File: src/design/sfe_pkg.sv
// sfe_pkg: shared types, slip byte codes and the escape helper
// used by the slip frame encoder modules; depends on nothing
package sfe_pkg;

    localparam int unsigned ByteW  = 8;
    localparam int unsigned MaxRun = 6;
    localparam int unsigned RunW   = $clog2(MaxRun + 1);

    localparam logic [ByteW-1:0] SlipEnd    = 8'hC0;
    localparam logic [ByteW-1:0] SlipEsc    = 8'hDB;
    localparam logic [ByteW-1:0] SlipEscEnd = 8'hDC;
    localparam logic [ByteW-1:0] SlipEscEsc = 8'hDD;

    // line bytes caused by one word, first byte in slot 0
    typedef struct packed {
        logic [MaxRun-1:0][ByteW-1:0] bytes;
        logic [RunW-1:0]              len;
    } t_run;

    typedef struct packed {
        logic [ByteW-1:0] first;
        logic [ByteW-1:0] second;
        logic             two;
    } t_esc;

    function automatic t_esc escape(input logic [ByteW-1:0] b);
        t_esc e;
        e.first  = b;
        e.second = '0;
        e.two    = 1'b0;
        if (b == SlipEnd) begin
            e.first  = SlipEsc;
            e.second = SlipEscEnd;
            e.two    = 1'b1;
        end else if (b == SlipEsc) begin
            e.first  = SlipEsc;
            e.second = SlipEscEsc;
            e.two    = 1'b1;
        end
        return e;
    endfunction

endpackage

File: src/design/sfe_if.sv
// sfe_if: valid/ready channel interfaces for packet words and line words
// depends on nothing
interface sfe_in_if;
    logic       valid;
    logic       ready;
    logic [7:0] data_byte;
    logic       last_byte;

    modport source (output valid, output data_byte, output last_byte, input ready);
    modport sink (input valid, input data_byte, input last_byte, output ready);
endinterface

interface sfe_out_if;
    logic       valid;
    logic       ready;
    logic [7:0] line_byte;
    logic       last_of_run;

    modport source (output valid, output line_byte, output last_of_run, input ready);
    modport sink (input valid, input line_byte, input last_of_run, output ready);
endinterface

File: src/design/sfe_expand.sv
// sfe_expand: builds the run of line bytes for one packet word
// depends on sfe_pkg
module sfe_expand (
    input  logic [sfe_pkg::ByteW-1:0] i_data_byte,
    input  logic                      i_last_byte,
    input  logic                      i_frame_open,
    input  logic [sfe_pkg::ByteW-1:0] i_running_xor,
    input  logic                      i_use_checksum,
    output sfe_pkg::t_run             o_run
);

    logic [sfe_pkg::ByteW-1:0] csum;
    sfe_pkg::t_esc             esc_d;
    sfe_pkg::t_esc             esc_c;
    logic [sfe_pkg::RunW-1:0]  pos;

    assign csum  = (i_frame_open ? i_running_xor : '0) ^ i_data_byte;
    assign esc_d = sfe_pkg::escape(i_data_byte);
    assign esc_c = sfe_pkg::escape(csum);

    always_comb begin
        o_run = '0;
        pos   = '0;
        if (!i_frame_open) begin
            o_run.bytes[pos] = sfe_pkg::SlipEnd;
            pos              = pos + 1'b1;
        end
        o_run.bytes[pos] = esc_d.first;
        pos              = pos + 1'b1;
        if (esc_d.two) begin
            o_run.bytes[pos] = esc_d.second;
            pos              = pos + 1'b1;
        end
        if (i_last_byte) begin
            if (i_use_checksum) begin
                o_run.bytes[pos] = esc_c.first;
                pos              = pos + 1'b1;
                if (esc_c.two) begin
                    o_run.bytes[pos] = esc_c.second;
                    pos              = pos + 1'b1;
                end
            end
            o_run.bytes[pos] = sfe_pkg::SlipEnd;
            pos              = pos + 1'b1;
        end
        o_run.len = pos;
    end

endmodule

File: src/design/sfe_emit.sv
// sfe_emit: run register that shifts line bytes out one per word
// depends on sfe_pkg and sfe_if
module sfe_emit (
    input  logic              i_clk,
    input  logic              i_rst_n,
    input  logic              i_load,
    input  sfe_pkg::t_run     i_run,
    output logic              o_can_load,
    sfe_out_if.source         o_out
);

    logic [sfe_pkg::MaxRun-1:0][sfe_pkg::ByteW-1:0] r_bytes;
    logic [sfe_pkg::RunW-1:0]                       r_cnt;
    logic                                           fire;

    assign fire              = o_out.valid && o_out.ready;
    assign o_out.valid       = (r_cnt != '0);
    assign o_out.line_byte   = r_bytes[0];
    assign o_out.last_of_run = (r_cnt == sfe_pkg::RunW'(1));
    // free now, or the final byte of the run leaves this cycle
    assign o_can_load        = (r_cnt == '0) || (o_out.last_of_run && o_out.ready);

    always_ff @(posedge i_clk) begin
        if (!i_rst_n) begin
            r_cnt <= '0;
        end else if (i_load) begin
            r_cnt <= i_run.len;
        end else if (fire) begin
            r_cnt <= r_cnt - 1'b1;
        end
    end

    always_ff @(posedge i_clk) begin
        if (i_load) begin
            r_bytes <= i_run.bytes;
        end else if (fire) begin
            r_bytes <= r_bytes >> sfe_pkg::ByteW;
        end
    end

`ifndef SYNTHESIS
    a_cnt_range: assert property (@(posedge i_clk) disable iff (!i_rst_n)
        r_cnt <= sfe_pkg::RunW'(sfe_pkg::MaxRun))
        else $error("run count beyond maximum run length");
    a_load_len: assert property (@(posedge i_clk) disable iff (!i_rst_n)
        i_load |-> (i_run.len != '0) && (i_run.len <= sfe_pkg::RunW'(sfe_pkg::MaxRun)))
        else $error("loaded run has no bytes or too many");
    a_load_free: assert property (@(posedge i_clk) disable iff (!i_rst_n)
        i_load |-> (r_cnt == '0) || (r_cnt == sfe_pkg::RunW'(1) && fire))
        else $error("run loaded over bytes still waiting");
    a_count_down: assert property (@(posedge i_clk) disable iff (!i_rst_n)
        (fire && !i_load) |=> r_cnt == $past(r_cnt) - 1'b1)
        else $error("run count did not step down after a word left");
`endif

endmodule

File: src/design/slip_frame_encoder.sv
// slip_frame_encoder: top level of the slip (rfc 1055) frame encoder
// depends on sfe_pkg, sfe_if, sfe_expand and sfe_emit
//
// takes packet words (one data byte plus a last-byte flag) and sends slip
// line words: an END before the first byte of each frame, END and ESC in the
// data sent as two-byte escapes, an optional xor checksum of the packet
// (escaped like data) after the last byte when use_checksum is set, and a
// closing END. last_of_run marks the final line word caused by each packet
// word. each packet word makes one to six line words: one for a plain byte
// inside a frame, two for an escaped byte, up to six for an escaped last
// byte with an escaped checksum. the line side moves one word per cycle
// while the receiver is ready, and a packet word holds the run register
// until all its line words have left; a new packet word is taken in the
// same cycle as the final line word of the previous run leaves, so plain
// bytes stream at one per cycle while the receiver is ready. use_checksum is
// sampled when the last byte of a packet arrives; write it only while idle.
module slip_frame_encoder (
    input  logic      i_clk,
    input  logic      i_rst_n,
    input  logic      i_cfg_we,
    input  logic      i_cfg_wdata,
    sfe_in_if.sink    i_in,
    sfe_out_if.source o_out
);

    logic                      r_use_checksum;
    logic                      r_frame_open;
    logic [sfe_pkg::ByteW-1:0] r_running_xor;
    logic                      n_frame_open;
    logic [sfe_pkg::ByteW-1:0] n_running_xor;
    logic                      in_fire;
    logic                      can_load;
    sfe_pkg::t_run             run;

    // input word taken whenever the run register frees up this cycle
    assign i_in.ready = can_load;
    assign in_fire    = i_in.valid && can_load;

    // frame state: a last byte closes the frame and clears the checksum
    always_comb begin
        if (i_in.last_byte) begin
            n_frame_open  = 1'b0;
            n_running_xor = '0;
        end else begin
            n_frame_open  = 1'b1;
            n_running_xor = (r_frame_open ? r_running_xor : '0) ^ i_in.data_byte;
        end
    end

    always_ff @(posedge i_clk) begin
        if (!i_rst_n) begin
            r_use_checksum <= 1'b0;
            r_frame_open   <= 1'b0;
            r_running_xor  <= '0;
        end else begin
            if (i_cfg_we) begin
                r_use_checksum <= i_cfg_wdata;
            end
            if (in_fire) begin
                r_frame_open  <= n_frame_open;
                r_running_xor <= n_running_xor;
            end
        end
    end

    // escape and framing of one word
    sfe_expand u_expand (
        .i_data_byte    (i_in.data_byte),
        .i_last_byte    (i_in.last_byte),
        .i_frame_open   (r_frame_open),
        .i_running_xor  (r_running_xor),
        .i_use_checksum (r_use_checksum),
        .o_run          (run)
    );

    // run register and line side
    sfe_emit u_emit (
        .i_clk      (i_clk),
        .i_rst_n    (i_rst_n),
        .i_load     (in_fire),
        .i_run      (run),
        .o_can_load (can_load),
        .o_out      (o_out)
    );

`ifndef SYNTHESIS
    a_close_frame: assert property (@(posedge i_clk) disable iff (!i_rst_n)
        (in_fire && i_in.last_byte) |=> !r_frame_open && (r_running_xor == '0))
        else $error("frame state not cleared after last byte");
    a_open_frame: assert property (@(posedge i_clk) disable iff (!i_rst_n)
        (in_fire && !i_in.last_byte) |=> r_frame_open)
        else $error("frame not open after a middle byte");
    a_xor_idle: assert property (@(posedge i_clk) disable iff (!i_rst_n)
        !r_frame_open |-> (r_running_xor == '0))
        else $error("checksum held with no open frame");
`endif

endmodule

File: src/flat_wrapper.sv
// flat-port wrapper written by rule: the top's interface ports become plain ports
module slip_frame_encoder_flat 
  (i_clk, i_rst_n, i_cfg_we, i_cfg_wdata, i_in_valid, i_in_data_byte, i_in_last_byte, i_in_ready, o_out_valid, o_out_line_byte, o_out_last_of_run, o_out_ready);
  sfe_in_if i_in_i ();
  sfe_out_if o_out_i ();
  input  logic i_clk;
  input  logic i_rst_n;
  input  logic i_cfg_we;
  input  logic i_cfg_wdata;
  input wire logic [$bits(i_in_i.valid)-1:0] i_in_valid;
  input wire logic [$bits(i_in_i.data_byte)-1:0] i_in_data_byte;
  input wire logic [$bits(i_in_i.last_byte)-1:0] i_in_last_byte;
  output wire logic [$bits(i_in_i.ready)-1:0] i_in_ready;
  output wire logic [$bits(o_out_i.valid)-1:0] o_out_valid;
  output wire logic [$bits(o_out_i.line_byte)-1:0] o_out_line_byte;
  output wire logic [$bits(o_out_i.last_of_run)-1:0] o_out_last_of_run;
  input wire logic [$bits(o_out_i.ready)-1:0] o_out_ready;
  assign i_in_i.valid = i_in_valid;
  assign i_in_i.data_byte = i_in_data_byte;
  assign i_in_i.last_byte = i_in_last_byte;
  assign i_in_ready = i_in_i.ready;
  assign o_out_valid = o_out_i.valid;
  assign o_out_line_byte = o_out_i.line_byte;
  assign o_out_last_of_run = o_out_i.last_of_run;
  assign o_out_i.ready = o_out_ready;
  slip_frame_encoder u_core (.i_clk(i_clk), .i_rst_n(i_rst_n), .i_cfg_we(i_cfg_we), .i_cfg_wdata(i_cfg_wdata), .i_in(i_in_i), .o_out(o_out_i));
endmodule
File: config.mk
export PLATFORM = sky130hd
export DESIGN_NAME = slip_frame_encoder_flat
export DESIGN_NICKNAME = d
export VERILOG_FILES = /design/src/design/sfe_pkg.sv /design/src/design/sfe_if.sv /design/src/design/sfe_expand.sv /design/src/design/sfe_emit.sv /design/src/design/slip_frame_encoder.sv /design/src/flat_wrapper.sv
export SDC_FILE = /design/constraint.sdc
export NUM_CORES = 1
export LEC_CHECK = 0
export ABC_AREA = 1
export BUFFER_PORTS_ARGS = -buffer_cell sky130_fd_sc_hd__buf_2
export CAP_MARGIN = 20
export CORE_ASPECT_RATIO = 0.5
export CORE_MARGIN = 2
export CORE_UTILIZATION = 30
export CTS_CLUSTER_DIAMETER = 30
export DETAILED_ROUTE_END_ITERATION = 16
export SLEW_MARGIN = 20
export SYNTH_ARGS = -nofsm -noshare
export SYNTH_HDL_FRONTEND = slang
export SYNTH_SLANG_ARGS = --single-unit
File: constraint.sdc
create_clock -name i_clk -period 5.67 [get_ports i_clk]
set_input_delay 0.2835 -clock i_clk [delete_from_list [all_inputs] [get_ports i_clk]]
set_output_delay 0.2835 -clock i_clk [all_outputs]
set_load 0.1 [all_outputs]
==> key figures, run 1 <==
Run status
  – Status: finished clean

Route
  – Final ANT Viol Nets: 0
  – Vias per cell: 5.07
  – Wire per inst: 15.1 microns
  – Routed vias: 3343
  – # DRC: 0
  – First-pass iteration count of the detailed router: 7
  – Drt total wl: 9.97 mm
  – Starting DRT DRC Count: 343

Yosys
  – Syn Std Cell Area: 3590 sq um
  – Post-Syn Instances: 485
  – Register area share after synthesis: 39.0%
  – Top_reg_cell synth: edfxtp_1
  – Post-synth net total: 507
  – Area leader, netlist: edfxtp_1
  – Synth Register Bits: 51
  – EDFF count, synth: 38
  – Netlist cell types: 40
  – Share of the synthesized area in the top cell type: 31.8%
  – Synth top area cells: edfxtp_1, nand2_1, nand3_1
  – Synthesized area per cell: 7.41 sq um
  – Asr flop ratio synth: 0%
  – Warnings from Yosys: 0

Power and ir drop
  – Int Power: 1070 uW
  – PwrDens: 520 nW/um^2
  – Final Power: 2060 uW
  – Combinational share of power: 48.7%
  – Power share of the clock group: 17.0%
  – Switching power: 986 uW
  – Maximum vdd ir drop: 263 uV
  – P_leak: 0.00172 uW
  – Net Sw Frac: 47.9%
  – Share of power burned in registers: 34.3%

Worst setup path
  – Crit-path cells: inv_1 -> ha_1 -> nand2_1 -> a21oi_2 -> inv_2 -> nor2_2 -> inv_2 -> nor2_2 -> nand2_1 -> nor2_1 -> inv_1 -> o22ai_1
  – Setup CP Type: reg -> reg
  – Required time worst endpoint: 5.82 ns
  – Worst setup SP type: flop
  – Worst EP arrival: 3.54 ns
  – CP max stage cell: nor2_2
  – CP Capture Type: flop
  – CP top delay family: simple AND/OR/NAND/NOR gates
  – CP max FO: 41
  – CP max stage delay: 0.90 ns
  – Worst Path Buf+Inv: 4

Cells and area
  – Share of cells above drive strength 1: 16.2%
  – Design Area, Final: 3960 sq um
  – Fillers: 1276
  – Antenna cells: 0
  – Register area: 1400 sq um
  – NumNets Final: 516
  – Commonest non-fill, non-tap cell in the layout: nand2_1
  – Fin util: 33.8%
  – Commonest non-fill, non-tap cells in the layout: nand2_1, nand3_1, inv_1, edfxtp_1, a21oi_1
  – Layout area overhead: 10.2%
  – Multi-input logic area: 1850 sq um

GRT
  – Vias in the first global route: 3041
  – Total GRT Usage: 16.1%
  – Largest net degree at the start of global routing: 44
  – First-pass GRT wire length: 16.1 mm
  – Overflow left after global routing: 0
  – Initial antenna violation count: 1

Clock network
  – Later-pin clock latency in the skew report: 0.30 ns
  – Clock Tree Root: clkbuf_16
  – CTS Buf Count: 5
  – CTS tree: done
  – TritonCTS sink count: 51
  – CTS H-tree depth: 2
  – Reg clk slew, reported paths: 0.07 ns
  – CTS hold repair buffers: 0
  – Post-CTS resize count: 0
  – Postcts setup bufs: 0
  – Max Root-Sink Buffers: 2

Floorplan
  – Die Y-Extent: 81.4 microns
  – Initial core utilization: 30.6%
  – Top-level port count: 26
  – Core area: 11700 sq um
  – Die area: 12900 sq um
  – Row cnt: 28
  – DIE WIDTH: 159 microns

STA
  – Max Fclk: 295 MHz
  – Final hold vios: 0
  – Unrepaired setup endpoints after global routing: false
  – Final Skew: 0.00761 ns
  – Relative slew slack: 30.3%
  – Final Slew Violations: 0
  – Final setup TNS: 0 ns
  – Period utilization: 59.8%
  – Worst-Margin Slew: 1.04 ns
  – Final setup fails: 0
  – Min Tclk post-route: 3.39 ns

Place
  – Final HPWL DP: 7.46 mm
  – IO buf count: 25
  – Routability cong.: 0.945
  – DP Area: 3790 sq um

Hold path
  – Hold Crit Class: in -> reg

Flow run
  – Max cap viols: 0
[worst paths after layout]
check                                                     startpoint                                      end  slack (ns)  cells after the start
worst max register to register   u_core.u_emit.r_cnt[0]$_SDFFE_PN0P_  u_core.u_emit.r_bytes[46]$_SDFFCE_PN0P_        2.28                     12
worst min-delay path                                     i_cfg_wdata       u_core.r_use_checksum$_SDFFE_PN0P_        0.21                      3
worst max-delay path             u_core.u_emit.r_cnt[0]$_SDFFE_PN0P_  u_core.u_emit.r_bytes[46]$_SDFFCE_PN0P_        2.28                     12
worst min register to register  u_core.r_running_xor[1]$_SDFFE_PN0P_     u_core.r_running_xor[1]$_SDFFE_PN0P_        0.49                      2
[layer usage]
layer	wire [microns]	vias up	track usage (%)
met3	890	29	3.88
met5	11	-	0
met4	282	2	7.06
met2	4370	155	25.7
li1	-	1622	-
met1	4410	1535	21.2
[area by class of cell]
type                            instances  share of cell area [%]
Clock buffer                            5                    3.16
Clock inverter                          3                    1.11
Multi-Input combinational cell        357                    46.8
Sequential cell                        51                    35.4
Inverter                               53                    5.02
Tap cell                              165                    5.21
Timing Repair Buffer                   26                    3.35
[sequential cells by signal, indices dropped and copies added, names as in the netlist]
signal,cells
u_core.r_frame_open,1
u_core.r_running_xor,8
u_core.r_use_checksum,1
u_core.u_emit.o_out.line_byte,8
u_core.u_emit.r_bytes,30
u_core.u_emit.r_cnt,3
[worst reg2reg max path: stages, from the launching register on]
cell	delay, ns
dfxtp_1	0.32
inv_1	0.09
ha_1	0.15
nand2_1	0.16
a21oi_2	0.31
inv_2	0.34
nor2_2	0.90
inv_2	0.23
nor2_2	0.23
nand2_1	0.11
nor2_1	0.16
inv_1	0.09
o22ai_1	0.14
[synthesized netlist by cell type, drive strengths merged (4+ instances only)]
master and n:
nand2 161, edfxtp 38, o21ai 32, o211ai 5, a21oi 29, clkbuf 9, buf 15, a22oi 5
inv 52, nor2 32, ha 7, nand3 68, dfxtp 13, nor3 4
[per-stage QoR]
stage / hold WS, ns / worst slack (ns) / instances
6_report: 0.205 / 2.28 / 660
5_1_grt: 0.239 / 1.91 / 660
4_1_cts: 0.206 / 2.27 / 660
3_5_place_dp: 0.477 / 2.31 / 652
3_3_place_gp: 0.473 / 2.37 / 652
2_1_floorplan: 0.422 / 0.546 / 485
[power by group through the flow]
| stage | combinational (uW) | sequential [uW] | clock (uW) |
|---|---|---|---|
| 6_report | 1000 | 706 | 351 |
| 5_1_grt | 1090 | 725 | 372 |
| 4_1_cts | 1010 | 708 | 357 |
| 3_5_place_dp | 1000 | 716 | 0 |
| 3_3_place_gp | 997 | 710 | 0 |
| 2_1_floorplan | 867 | 694 | 0 |
[kinds of logic after synthesis]
kind of cell | Yosys count | share of synthesized area (%)
flops | 51 | 39.0
fa+ha+maj | 7 | 2.44
xor+xnor | 1 | 0.244
buf+inv | 77 | 9.75
simple gates | 269 | 35.8
compound gates | 80 | 12.8
No activity file was read; power rests on OpenSTA's default activity.
==> run 2, diff against run 1 <==
--- a/config.mk
+++ b/config.mk
@@ -5,7 +5,7 @@
 export SDC_FILE = /design/constraint.sdc
 export NUM_CORES = 1
 export LEC_CHECK = 0
-export ABC_AREA = 1
+export ABC_AREA = 0
 export BUFFER_PORTS_ARGS = -buffer_cell sky130_fd_sc_hd__buf_2
 export CAP_MARGIN = 20
 export CORE_ASPECT_RATIO = 0.5
==> constraint.sdc (replaced) <==
create_clock -name i_clk -period 3.4 [get_ports i_clk]
set_input_delay 0.17 -clock i_clk [delete_from_list [all_inputs] [get_ports i_clk]]
set_output_delay 0.17 -clock i_clk [all_outputs]
set_load 0.1 [all_outputs]
==> key figures, run 2 <==
Clock network
  – Post-CTS resize count: 0
  – Postcts setup bufs: 0
  – CTS Buf Count: 5
  – CTS tree: done
  – Clock Tree Root: clkbuf_16
  – CTS hold repair buffers: 0
  – CTS H-tree depth: 2
  – Max Root-Sink Buffers: 2
  – TritonCTS sink count: 51
  – Later-pin clock latency in the skew report: 0.29 ns
  – Reg clk slew, reported paths: 0.07 ns

STA
  – Min Tclk post-route: 3.01 ns
  – Max Fclk: 333 MHz
  – Relative slew slack: 34.0%
  – Final Skew: 0.00563 ns
  – Final setup TNS: 0 ns
  – Unrepaired setup endpoints after global routing: false
  – Final hold vios: 0
  – Final setup fails: 0
  – Worst-Margin Slew: 0.990 ns
  – Period utilization: 88.4%
  – Final Slew Violations: 0

Yosys
  – Warnings from Yosys: 0
  – Synth top area cells: edfxtp_1, dfxtp_1, nand2_1
  – Area leader, netlist: edfxtp_1
  – Register area share after synthesis: 36.4%
  – Top_reg_cell synth: edfxtp_1
  – Synthesized area per cell: 8.54 sq um
  – Share of the synthesized area in the top cell type: 29.6%
  – Post-synth top cells: nand2_1, nor2_1, edfxtp_1
  – EDFF count, synth: 38
  – Synth Register Bits: 51
  – Most common cell in the netlist: nand2_1
  – Post-Syn Instances: 451
  – Post-synth net total: 473
  – Syn Std Cell Area: 3850 sq um
  – Asr flop ratio synth: 0%
  – Netlist cell types: 68

Cells and area
  – Layout area overhead: 7.70%
  – Commonest non-fill, non-tap cells in the layout: nand2_1, nor2_1, edfxtp_1, a21oi_1, buf_2
  – Antenna cells: 0
  – NumNets Final: 466
  – Share of cells above drive strength 1: 12.8%
  – Commonest non-fill, non-tap cell in the layout: nand2_1
  – Largest register FFs: 30
  – Top reg by flops: u_core.u_emit.r_bytes

Place
  – Final HPWL DP: 7.25 mm
  – IO buf count: 25
  – Routability cong.: 0.927

Route
  – Final ANT Viol Nets: 0
  – Vias per cell: 5.50
  – Drt total wl: 10.1 mm
  – # DRC: 0
  – Wire per inst: 16.4 microns
  – First-pass iteration count of the detailed router: 5
  – Starting DRT DRC Count: 284
  – Routed vias: 3381

Floorplan
  – Core area: 12600 sq um
  – Die Y-Extent: 84.1 microns
  – Top-level port count: 26
  – Initial core utilization: 30.6%
  – Die area: 13800 sq um
  – DIE WIDTH: 164 microns
  – Row cnt: 29

Worst setup path
  – Required time worst endpoint: 3.42 ns
  – CP max FO: 27
  – Worst EP arrival: 3.03 ns
  – Critical path origin: u_core.r_frame_open$_SDFFE_PN0P_
  – Worst setup SP type: flop
  – CP Capture Type: flop
  – Setup CP Type: reg -> reg
  – FF-to-FF Start: u_core.r_frame_open$_SDFFE_PN0P_
  – R2R setup slack: 0.39 ns

Power and ir drop
  – Switching power: 1760 uW
  – Share of power burned in registers: 32.8%
  – Combinational share of power: 53.1%
  – Final Power: 3630 uW
  – PwrDens: 875 nW/um^2
  – Int Power: 1870 uW
  – Maximum vdd ir drop: 497 uV
  – Net Sw Frac: 48.4%
  – P_leak: 0.00153 uW
  – Power share of the clock group: 14.1%

GRT
  – Vias in the first global route: 3121
  – Initial antenna violation count: 0
  – Overflow left after global routing: 0
  – Largest net degree at the start of global routing: 44
  – First-pass GRT wire length: 16.4 mm
  – Total GRT Usage: 15.0%

Hold path
  – Hold Crit Class: in -> reg
  – Hold Path Origin: i_cfg_wdata

Run status
  – Status: finished clean

Flow run
  – Max cap viols: 0
## run 2: cell count changes after synthesis, moves of 9 or more
cell      before  now
and3_1         0   11
clkbuf_1       9   23
nor2_1        24   50
nand3_1       61   11
and2_1         0   13
inv_2         10    0
inv_1         42    7
xor2_1         1   11
nor2b_1        0    9
nand2_1      146   54
## run 2: cell families (layout without fill, tap and decap cells)
family          Yosys count  count (layout)  share of synthesized area [%]
flops                    51              51                           36.4
fa+ha+maj                 7               7                           2.27
compound gates          129             129                           24.7
xor+xnor                 17              17                           3.87
mux                       6               6                           1.59
buf+inv                  56              50                           7.60
simple gates            185             185                           23.6
## run 2: metal layers
metal / GRT usage, % / wire length, microns / up-vias
met4: 4.23 / 175 / 0
met1: 21.7 / 4810 / 1615
met3: 2.29 / 650 / 17
met5: 0 / 0 / -
met2: 23.2 / 4460 / 117
li1: - / - / 1632
## run 2: final timing paths
path                                                end  cells after the start
max          u_core.u_emit.o_out.line_byte[4]$_DFFE_PP_                     10
min                  u_core.r_use_checksum$_SDFFE_PN0P_                      3
max reg2reg  u_core.u_emit.o_out.line_byte[4]$_DFFE_PP_                     10
min reg2reg         u_core.u_emit.r_bytes[18]$_DFFE_PP_                      2
## run 2: power groups by stage
stage          combinational [uW]  sequential (uW)  clock, uW
3_5_place_dp                 1910             1200          0
2_1_floorplan                1650             1150          0
6_report                     1930             1190        511
4_1_cts                      1920             1190        526
3_3_place_gp                 1910             1190          0
5_1_grt                      2090             1220        555
## run 2: area by class of cell
class                           instances  area [sq um]
Sequential cell                        51          1400
Timing Repair Buffer                   35           200
Fill cell                            1309          8440
Multi-Input combinational cell        344          2160
Inverter                                7          26.3
Tap cell                              170           213
Clock buffer                            5           125
Clock inverter                          3          20.0
## run 2: metrics by stage
| step | setup WS (ns) | hold WS [ns] | std cells | instance area, sq um | utilization (%) |
|---|---|---|---|---|---|
| after floorplan | 0.489 | 0.298 | 451 | 3850 | - |
| after global placement | 0.448 | 0.428 | 607 | 4000 | 31.8 |
| after detailed placement | 0.407 | 0.444 | 607 | 4000 | 31.8 |
| after CTS | 0.446 | 0.138 | 615 | 4150 | 32.9 |
| after global routing | 0.164 | 0.154 | 615 | 4150 | 32.9 |
| final | 0.393 | 0.131 | 615 | 4150 | 32.9 |
## run 2: worst max-delay path: stages (launching register included)
cell and delay (ns):
dfxtp_1 0.31, buf_4 0.26, buf_4 0.29, inv_1 0.14, ha_1 0.42, nand2b_1 0.23
nor2_1 0.12, mux2i_1 0.09, a22oi_1 0.30, nand2b_1 0.34, o221ai_1 0.19
